## src/sv/gdc_pkg.sv

```systemverilog
// shared constants and types for the grid distortion correction core
package gdc_pkg;

	localparam int GRID_W      = 7;
	localparam int GRID_POINTS = 1 << GRID_W;
	localparam int FRAC_BITS   = 9;
	localparam int COORD_BITS  = 16;
	localparam int IDX_W       = COORD_BITS - FRAC_BITS;
	localparam int ENTRY_W     = 16;
	localparam int CELL_W      = 2 * ENTRY_W;
	localparam int BANK_W      = GRID_W - 1;
	localparam int BANK_AW     = 2 * BANK_W;
	localparam int BANK_DEPTH  = 1 << BANK_AW;
	localparam int N_BANKS     = 4;
	localparam int DIFF_W      = ENTRY_W + 1;
	localparam int WGT_W       = FRAC_BITS + 1;
	localparam int PROD_W      = DIFF_W + WGT_W;
	localparam int SUM_W       = PROD_W + 1;
	localparam int FRAC_MASK   = (1 << FRAC_BITS) - 1;

	typedef enum logic {
		KIND_WRITE   = 1'b0,
		KIND_CORRECT = 1'b1
	} kind_t;

	typedef struct packed {
		kind_t                   kind;
		logic [GRID_W-1:0]       entry_col;
		logic [GRID_W-1:0]       entry_row;
		logic [ENTRY_W-1:0]      entry_x;
		logic [ENTRY_W-1:0]      entry_y;
		logic [COORD_BITS-1:0]   point_x;
		logic [COORD_BITS-1:0]   point_y;
	} in_beat_t;

	typedef struct packed {
		logic [ENTRY_W-1:0] corrected_x;
		logic [ENTRY_W-1:0] corrected_y;
	} out_beat_t;

	// what travels beside the bank read data into the arithmetic
	typedef struct packed {
		logic                 lower;
		logic [FRAC_BITS-1:0] fx;
		logic [FRAC_BITS-1:0] fy;
		logic                 col_odd;
		logic                 col_clamp;
		logic                 row_odd;
		logic                 row_clamp;
	} fetch_side_t;

endpackage

```

## src/sv/gdc_out_if.sv

```systemverilog
// output channel of the correction core
interface gdc_out_if import gdc_pkg::*; ();
	logic      valid;
	logic      ready;
	out_beat_t data;

	modport source (output valid, output data, input ready);
	modport sink (input valid, input data, output ready);
endinterface

```

## src/sv/gdc_interp.sv

```systemverilog
// corner routing, differences, products, sums and truncating scale
module gdc_interp import gdc_pkg::*; (
	input  logic                            clk,
	input  logic                            arst_n,
	input  logic                            v_s1,
	input  fetch_side_t                     side_s1,
	input  logic [N_BANKS-1:0][CELL_W-1:0]  bank_s1,
	output logic                            s1_ready,
	gdc_out_if.source                       rsp
);

	logic take2, take3, take4, take5;
	logic v_s2, v_s3, v_s4, v_s5;

	// s1 routing
	logic [1:0]        b00, b10, b01, b11;
	logic              c1p, r1p;
	logic [CELL_W-1:0] c00, c10, c01, c11;
	logic [CELL_W-1:0] a_hi, a_lo, b_hi, b_lo;

	// s2
	logic signed [DIFF_W-1:0] dax_s2, dbx_s2, day_s2, dby_s2;
	logic [ENTRY_W-1:0]       bx_s2, by_s2;
	logic [FRAC_BITS-1:0]     fx_s2, fy_s2;
	logic signed [WGT_W-1:0]  wfx, wfy;

	// s3
	logic signed [PROD_W-1:0] pax_s3, pbx_s3, pay_s3, pby_s3;
	logic [ENTRY_W-1:0]       bx_s3, by_s3;

	// s4
	logic signed [SUM_W-1:0]  sx_s4, sy_s4;
	logic [ENTRY_W-1:0]       bx_s4, by_s4;
	logic signed [SUM_W-1:0]  biased_x, biased_y, qx, qy;

	// s5
	out_beat_t                res_s5;

	assign take5    = !v_s5 || rsp.ready;
	assign take4    = !v_s4 || take5;
	assign take3    = !v_s3 || take4;
	assign take2    = !v_s2 || take3;
	assign s1_ready = take2;

	// the second column or row falls in the other parity bank unless clamped
	assign c1p = side_s1.col_clamp ? side_s1.col_odd : !side_s1.col_odd;
	assign r1p = side_s1.row_clamp ? side_s1.row_odd : !side_s1.row_odd;
	assign b00 = {side_s1.col_odd, side_s1.row_odd};
	assign b10 = {c1p, side_s1.row_odd};
	assign b01 = {side_s1.col_odd, r1p};
	assign b11 = {c1p, r1p};
	assign c00 = bank_s1[b00];
	assign c10 = bank_s1[b10];
	assign c01 = bank_s1[b01];
	assign c11 = bank_s1[b11];

	// both outputs reduce to da*fx + db*fy with the same corner pairs
	assign a_hi = side_s1.lower ? c10 : c11;
	assign a_lo = side_s1.lower ? c00 : c01;
	assign b_hi = side_s1.lower ? c11 : c01;
	assign b_lo = side_s1.lower ? c10 : c00;

	always_ff @(posedge clk or negedge arst_n) begin
		if (!arst_n) begin
			v_s2 <= 1'b0;
			v_s3 <= 1'b0;
			v_s4 <= 1'b0;
			v_s5 <= 1'b0;
		end else begin
			if (take2) begin
				v_s2 <= v_s1;
			end
			if (take3) begin
				v_s3 <= v_s2;
			end
			if (take4) begin
				v_s4 <= v_s3;
			end
			if (take5) begin
				v_s5 <= v_s4;
			end
		end
	end

	assign wfx = {1'b0, fx_s2};
	assign wfy = {1'b0, fy_s2};

	// divide by the fraction scale, rounding toward zero
	assign biased_x = sx_s4 + (sx_s4[SUM_W-1] ? SUM_W'(FRAC_MASK) : SUM_W'(0));
	assign biased_y = sy_s4 + (sy_s4[SUM_W-1] ? SUM_W'(FRAC_MASK) : SUM_W'(0));
	assign qx       = biased_x >>> FRAC_BITS;
	assign qy       = biased_y >>> FRAC_BITS;

	always_ff @(posedge clk) begin
		if (take2 && v_s1) begin
			dax_s2 <= DIFF_W'(a_hi[CELL_W-1:ENTRY_W]) - DIFF_W'(a_lo[CELL_W-1:ENTRY_W]);
			dbx_s2 <= DIFF_W'(b_hi[CELL_W-1:ENTRY_W]) - DIFF_W'(b_lo[CELL_W-1:ENTRY_W]);
			day_s2 <= DIFF_W'(a_hi[ENTRY_W-1:0]) - DIFF_W'(a_lo[ENTRY_W-1:0]);
			dby_s2 <= DIFF_W'(b_hi[ENTRY_W-1:0]) - DIFF_W'(b_lo[ENTRY_W-1:0]);
			bx_s2  <= c00[CELL_W-1:ENTRY_W];
			by_s2  <= c00[ENTRY_W-1:0];
			fx_s2  <= side_s1.fx;
			fy_s2  <= side_s1.fy;
		end
		if (take3 && v_s2) begin
			pax_s3 <= PROD_W'(dax_s2) * PROD_W'(wfx);
			pbx_s3 <= PROD_W'(dbx_s2) * PROD_W'(wfy);
			pay_s3 <= PROD_W'(day_s2) * PROD_W'(wfx);
			pby_s3 <= PROD_W'(dby_s2) * PROD_W'(wfy);
			bx_s3  <= bx_s2;
			by_s3  <= by_s2;
		end
		if (take4 && v_s3) begin
			sx_s4 <= SUM_W'(pax_s3) + SUM_W'(pbx_s3);
			sy_s4 <= SUM_W'(pay_s3) + SUM_W'(pby_s3);
			bx_s4 <= bx_s3;
			by_s4 <= by_s3;
		end
		if (take5 && v_s4) begin
			res_s5.corrected_x <= bx_s4 + qx[ENTRY_W-1:0];
			res_s5.corrected_y <= by_s4 + qy[ENTRY_W-1:0];
		end
	end

	assign rsp.valid = v_s5;
	assign rsp.data  = res_s5;

`ifndef SYNTHESIS
	a_stall_full: assert property (@(posedge clk) disable iff (!arst_n)
		!s1_ready |-> (v_s2 && v_s3 && v_s4 && v_s5 && !rsp.ready))
		else $error("stage s1 held back with a bubble downstream");

	a_s4_holds: assert property (@(posedge clk) disable iff (!arst_n)
		(v_s4 && !take5) |=> (v_s4 && $stable(sx_s4) && $stable(sy_s4)))
		else $error("stalled sum stage lost its contents");

	a_s2_moves: assert property (@(posedge clk) disable iff (!arst_n)
		(v_s2 && take3) |=> v_s3)
		else $error("beat dropped between s2 and s3");

	a_s1_enters: assert property (@(posedge clk) disable iff (!arst_n)
		(v_s1 && take2) |=> v_s2)
		else $error("beat dropped between s1 and s2");
`endif

endmodule
```

## src/flat_wrapper.sv

```systemverilog
// flat-port wrapper written by rule: the top's interface ports become plain ports
module gdc_interp_flat import gdc_pkg::*;
  (clk, arst_n, v_s1, side_s1, bank_s1, s1_ready, rsp_valid, rsp_data, rsp_ready);
  gdc_out_if rsp_i ();
  input  logic clk;
  input  logic arst_n;
  input  logic v_s1;
  input  fetch_side_t side_s1;
  input  logic [N_BANKS-1:0][CELL_W-1:0] bank_s1;
  output logic s1_ready;
  output wire logic [$bits(rsp_i.valid)-1:0] rsp_valid;
  output wire logic [$bits(rsp_i.data)-1:0] rsp_data;
  input wire logic [$bits(rsp_i.ready)-1:0] rsp_ready;
  assign rsp_valid = rsp_i.valid;
  assign rsp_data = rsp_i.data;
  assign rsp_i.ready = rsp_ready;
  gdc_interp u_core (.clk(clk), .arst_n(arst_n), .v_s1(v_s1), .side_s1(side_s1), .bank_s1(bank_s1), .s1_ready(s1_ready), .rsp(rsp_i));
endmodule
```

## config.mk

```make
export PLATFORM = sky130hd
export DESIGN_NAME = gdc_interp_flat
export DESIGN_NICKNAME = d
export VERILOG_FILES = /design/src/sv/gdc_pkg.sv /design/src/sv/gdc_out_if.sv /design/src/sv/gdc_interp.sv /design/src/flat_wrapper.sv
export SDC_FILE = /design/constraint.sdc
export NUM_CORES = 2
export LEC_CHECK = 0
export ABC_CLOCK_PERIOD_IN_PS = 7400
export BUFFER_PORTS_ARGS = -buffer_cell sky130_fd_sc_hd__buf_2
export CAP_MARGIN = 0
export CORE_MARGIN = 2
export CORE_UTILIZATION = 65
export DETAILED_ROUTE_END_ITERATION = 8
export PLACE_DENSITY = 0.95
export SLEW_MARGIN = 20
export SYNTH_ARGS = -nofsm -noshare
export SYNTH_HDL_FRONTEND = slang
export SYNTH_SLANG_ARGS = --single-unit
```

## constraint.sdc

```tcl
create_clock -name clk -period 7.4 [get_ports clk]
set_clock_uncertainty 0.1 [all_clocks]
set_input_delay 0.74 -clock clk [delete_from_list [all_inputs] [get_ports clk]]
set_output_delay 0.74 -clock clk [all_outputs]
set_load 0.02 [all_outputs]
```

### Word-level counts from Yosys, hierarchy flattened

Cells that the tools add are included.

* register bits: 382
* bits in latches: 0
* RAM bits: 0
* ROM bits: 0
* input bits: 155
* output and inout port bits: 34
* logic and storage cells: 72
* memories kept: 0

* add/subtract/negate cells: 10
* multiply operators: 4
* divide/modulo/power cells: 0
* order comparisons: 4
* equal/unequal tests: 0
* shift operators: 0
* muxes and demuxes: 16
* bitwise logic cells: 0
* reduce and logical (&&, ||, !) cells: 14

Operators with widths (count)
* binary-select mux 32 bit (select 2 bit): 4
* 2-to-1 mux 32 bit: 8
* multiplier 17 x 10 -> 27 bit: 4
* subtractor 16 x 16 -> 17 bit: 4
* adder 27 x 27 -> 28 bit: 2
* adder 25 bit: 2
* adder 16 bit: 2
* 2-to-1 mux 9 bit: 2
* < comparator 2 x 3 -> 1 bit (second input constant): 4
* zero test 1 bit: 6
* logical AND 1 bit: 4
* logical OR 1 bit: 4
* 2-to-1 mux 1 bit: 2

### Depth between registers and ports, before layout

* depth in word-level cells: 6
* mapped depth: 23
* mapped depth without buffers: 21

### Worst setup path before layout

No wires, ideal clock.

* kind: register -> register
* start point: register u_core.fy_s2[1]
* end point: register u_core.pbx_s3[25], data pin
* library setup time: 258 ps
* data arrival time: 5469 ps
* data required time: 7042 ps
* path slack: 1574 ps
* cell stages (with the launch flop): 24
* cells stage by stage: edfxtp_1 -> clkbuf_1 -> clkbuf_1 -> nand2_1 -> fa_1 -> inv_1 -> fa_1 -> inv_1 -> fa_1 -> inv_1 -> fa_1 -> inv_1 -> fa_1 -> inv_1 -> ha_1 -> and4_1 -> o21a_1 -> a21oi_2 -> nor2b_1 -> a221o_1 -> a211o_1 -> a31o_1 -> a21oi_2 -> xnor2_1

* word-level cells in the longest chain between the ends: 1

Ends and longest elaborated chain
* start, declared: RTL line gdc_interp.sv:24 `logic [FRAC_BITS-1:0] fx_s2, fy_s2;`
* start signal, assigned: RTL line gdc_interp.sv:103 `fy_s2 <= side_s1.fy;`
* multiplier 17 x 10 -> 27 bit: RTL line gdc_interp.sv:107 `pbx_s3 <= PROD_W'(dbx_s2) * PROD_W'(wfy);`
* end signal, assigned: RTL line gdc_interp.sv:107
* end, declared: RTL line gdc_interp.sv:28 `logic signed [PROD_W-1:0] pax_s3, pbx_s3, pay_s3, pby_s3;`

No other way between the ends.
A chain may end at the register's enable or synchronous reset.

### Worst setup path in the final report

* start point: register u_core.fx_s2[1]
* end point: register u_core.pay_s3[26], data pin

* word-level cells in the longest chain between the ends: 1

Ends and longest elaborated chain
* start, declared: RTL line gdc_interp.sv:24
* start signal, assigned: RTL line gdc_interp.sv:102 `fx_s2 <= side_s1.fx;`
* multiplier 17 x 10 -> 27 bit: RTL line gdc_interp.sv:108 `pay_s3 <= PROD_W'(day_s2) * PROD_W'(wfx);`
* end signal, assigned: RTL line gdc_interp.sv:108
* end, declared: RTL line gdc_interp.sv:28

No other way between the ends.

==> summary.txt <==
Iter 0 DRT Violations: 3,630
final setup vio count: 0
share of post-route cells with drive strength above 1: 0.1024
GRT overflow: 0
worst slew pin tran: 1195 ps
Post-synth EDFFs: 374
remaining routing DRC violations: 0
async set or reset register ratio after synthesis: 0.01058
GR Util All Layers: 0.3423
worst-path fanout max: 26
Syn Nets: 5,457
Post-CTS Resized: 0
post-synth top area cell: edfxtp_1
Skew-Pair Late Insertion Delay: 600 ps
initial antenna violation count: 8
crit path time final: 6628 ps
port buffer count: 188
Num CTS Buffers: 44
highest clock rate: 150.9 MHz
CP startpoint kind: flip-flop
Worst path slowest cell: edfxtp_1
Final Max Tran Viols: 0
Tcrit/Tclk final: 0.8957
vias in the first global route: 35,750
Initial DRT Pass Iterations: 6
DP Wirelength: 92,400 um
Worst Hold Class: in -> reg
Setup CP Type: reg -> reg
clk buf depth: 3
Die Ht: 267.1 um
Mapped Avg Cell Area: 10.28 sq um
status: completed
YS warnings: 0
synthesized area: 45,000 sq um
crit path capture type: flip-flop
total number of vias: 33,860
# IOs: 189
Vias/cell: 6.193
top_reg_cell synth: edfxtp_1
first-pass GRT wire length: 188,500 um
postcts setup bufs: 0
Crit path top cell by count: fa_1
Buf+Inv Stages, Crit Path: 4
Crit path max-delay family: adder cells
routability cong.: 1.029
RSZ-0062 raised after global routing: false
setup tns final: 0 ps
Filler Cell Count: 4,452
Worst Path Arrival: 6870 ps
max_cap viols: 0
Final Hold Vio Count: 0
die area: 71,350 sq um
CTS H-tree lvls: 2
Seq cells post-synth: 378
WP data required: 7640 ps
CTS Root Cell: clkbuf_16
Net count, final: 5,583
row cnt: 96
post-synthesis cell count: 4,378
number of distinct library cells after synthesis: 76
remaining antenna violation count: 0
TritonCTS clock tree: done
clk sinks: 378
hold buffers post-CTS: 1
Slew HR: 0.2032
pin count of the biggest net entering global routing: 88
starting density of the core: 0.6561
WL per Instance: 21.63 um
Routed WL: 118,300 um
CP max stage delay: 980 ps
Reg clk slew, reported paths: 70 ps
Layout area overhead: 7.157%
synth top area cells: edfxtp_1 25%, fa_1 23%, ha_1 11%
Die Span X: 267.1 um
worst-path cell chain: buf_4, nand2_1, fa_1, inv_1, fa_1, fa_1, fa_1, inv_1, fa_1, inv_1, ha_1, nand3_1, nor4_1, nor3_1, o211ai_1, a31oi_1, a21oi_1, a21o_1, a21oi_1, xnor2_1
Core Area: 68,590 sq um
post-synth top area share: 0.2496
Seq/Total Area, Yosys: 0.2518
## layout by cell type, fill, tap and decap left out, types with 96 or more instances in the layout
cell type / n
ha_1: 400
fa_1: 524
buf_2: 185
nand2_1: 448
o21ai_0: 140
mux4_2: 96
and2_1: 334
a21oi_1: 222
edfxtp_1: 374
nor2_1: 162
xnor2_1: 198
inv_1: 693
## metal layers
metal / up-vias / routed length, um / GRT usage
met1: 16390 / 41010 / 0.4129
met2: 2125 / 56260 / 0.5646
li1: 14830 / - / -
met5: - / 57 / 0
met3: 507 / 12480 / 0.07153
met4: 8 / 8486 / 0.2138
## state kept, by name, indices dropped and copies added, names as in the netlist, 26 cells and up
| signal | flops |
|---|---|
| u_core.pby_s3 | 27 |
| u_core.sx_s4 | 26 |
| u_core.sy_s4 | 26 |
| u_core.pbx_s3 | 27 |
| u_core.rsp.data | 32 |
| u_core.pax_s3 | 27 |
| u_core.pay_s3 | 27 |
## kinds of logic after synthesis
| kind of cell | after synthesis | synth area share |
|---|---|---|
| flops | 378 | 0.2518 |
| fa+ha+maj | 924 | 0.3444 |
| simple gates | 1153 | 0.1252 |
| xor+xnor | 268 | 0.05216 |
| mux | 160 | 0.06318 |
| compound gates | 663 | 0.09360 |
| buf+inv | 832 | 0.06971 |
## layout make-up
| type | count | area, sq um | share of cell area |
|---|---|---|---|
| inverter | 693 | 2601 | 0.05395 |
| sequential | 378 | 11330 | 0.2350 |
| tap | 931 | 1165 | 0.02416 |
| timing repair buffer | 219 | 1207 | 0.02504 |
| multi-input combinational | 3168 | 30570 | 0.6339 |
| clock buffer | 50 | 1124 | 0.02330 |
| antenna | 4 | 10.01 | 0.0002076 |
| clock inverter | 25 | 212.7 | 0.004411 |
## metrics by stage
step / std cells / setup WS [ps] / area (sq um) / hold WS (ps) / utilization
after floorplan: 4378 / 1574 / 45000 / 300.3 / -
after global placement: 5386 / 1157 / 46830 / 302.7 / 0.6827
after detailed placement: 5386 / 847.2 / 46830 / 304.5 / 0.6827
after CTS: 5462 / 856.3 / 48170 / 203.0 / 0.7024
after global routing: 5467 / 474.2 / 48220 / 198.8 / 0.7030
final: 5468 / 771.6 / 48220 / 207.7 / 0.7030
## cells in the mapped netlist, drive strengths merged, types with 29 or more instances
cell,n
nand3,38
o21a,29
and2,337
buf,31
edfxtp,374
xor2,67
mux2,32
o21ai,150
a21oi,230
nand2,448
mux2i,32
fa,524
nor3,31
xnor2,201
nor2,162
inv,693
ha,400
a21o,69
clkbuf,108
mux4,96
a211oi,59
## path summary, 6_finish.rpt
kind	from	end	slack, ps	cells past startpoint
max in group asynchronous	arst_n	u_core.v_s3	6710	2
min	side_s1[7]	u_core.fy_s2[3]	210	1
min in group asynchronous	arst_n	u_core.rsp.valid	370	2
max	u_core.fx_s2[1]	u_core.pay_s3[26]	770	20
min reg2reg	u_core.bx_s3[0]	u_core.bx_s4[0]	310	0
max reg2reg	u_core.fx_s2[1]	u_core.pay_s3[26]	770	20
Power is not shown: default switching activity piles up to over one toggle a cycle in this logic, so the estimate is an artifact.
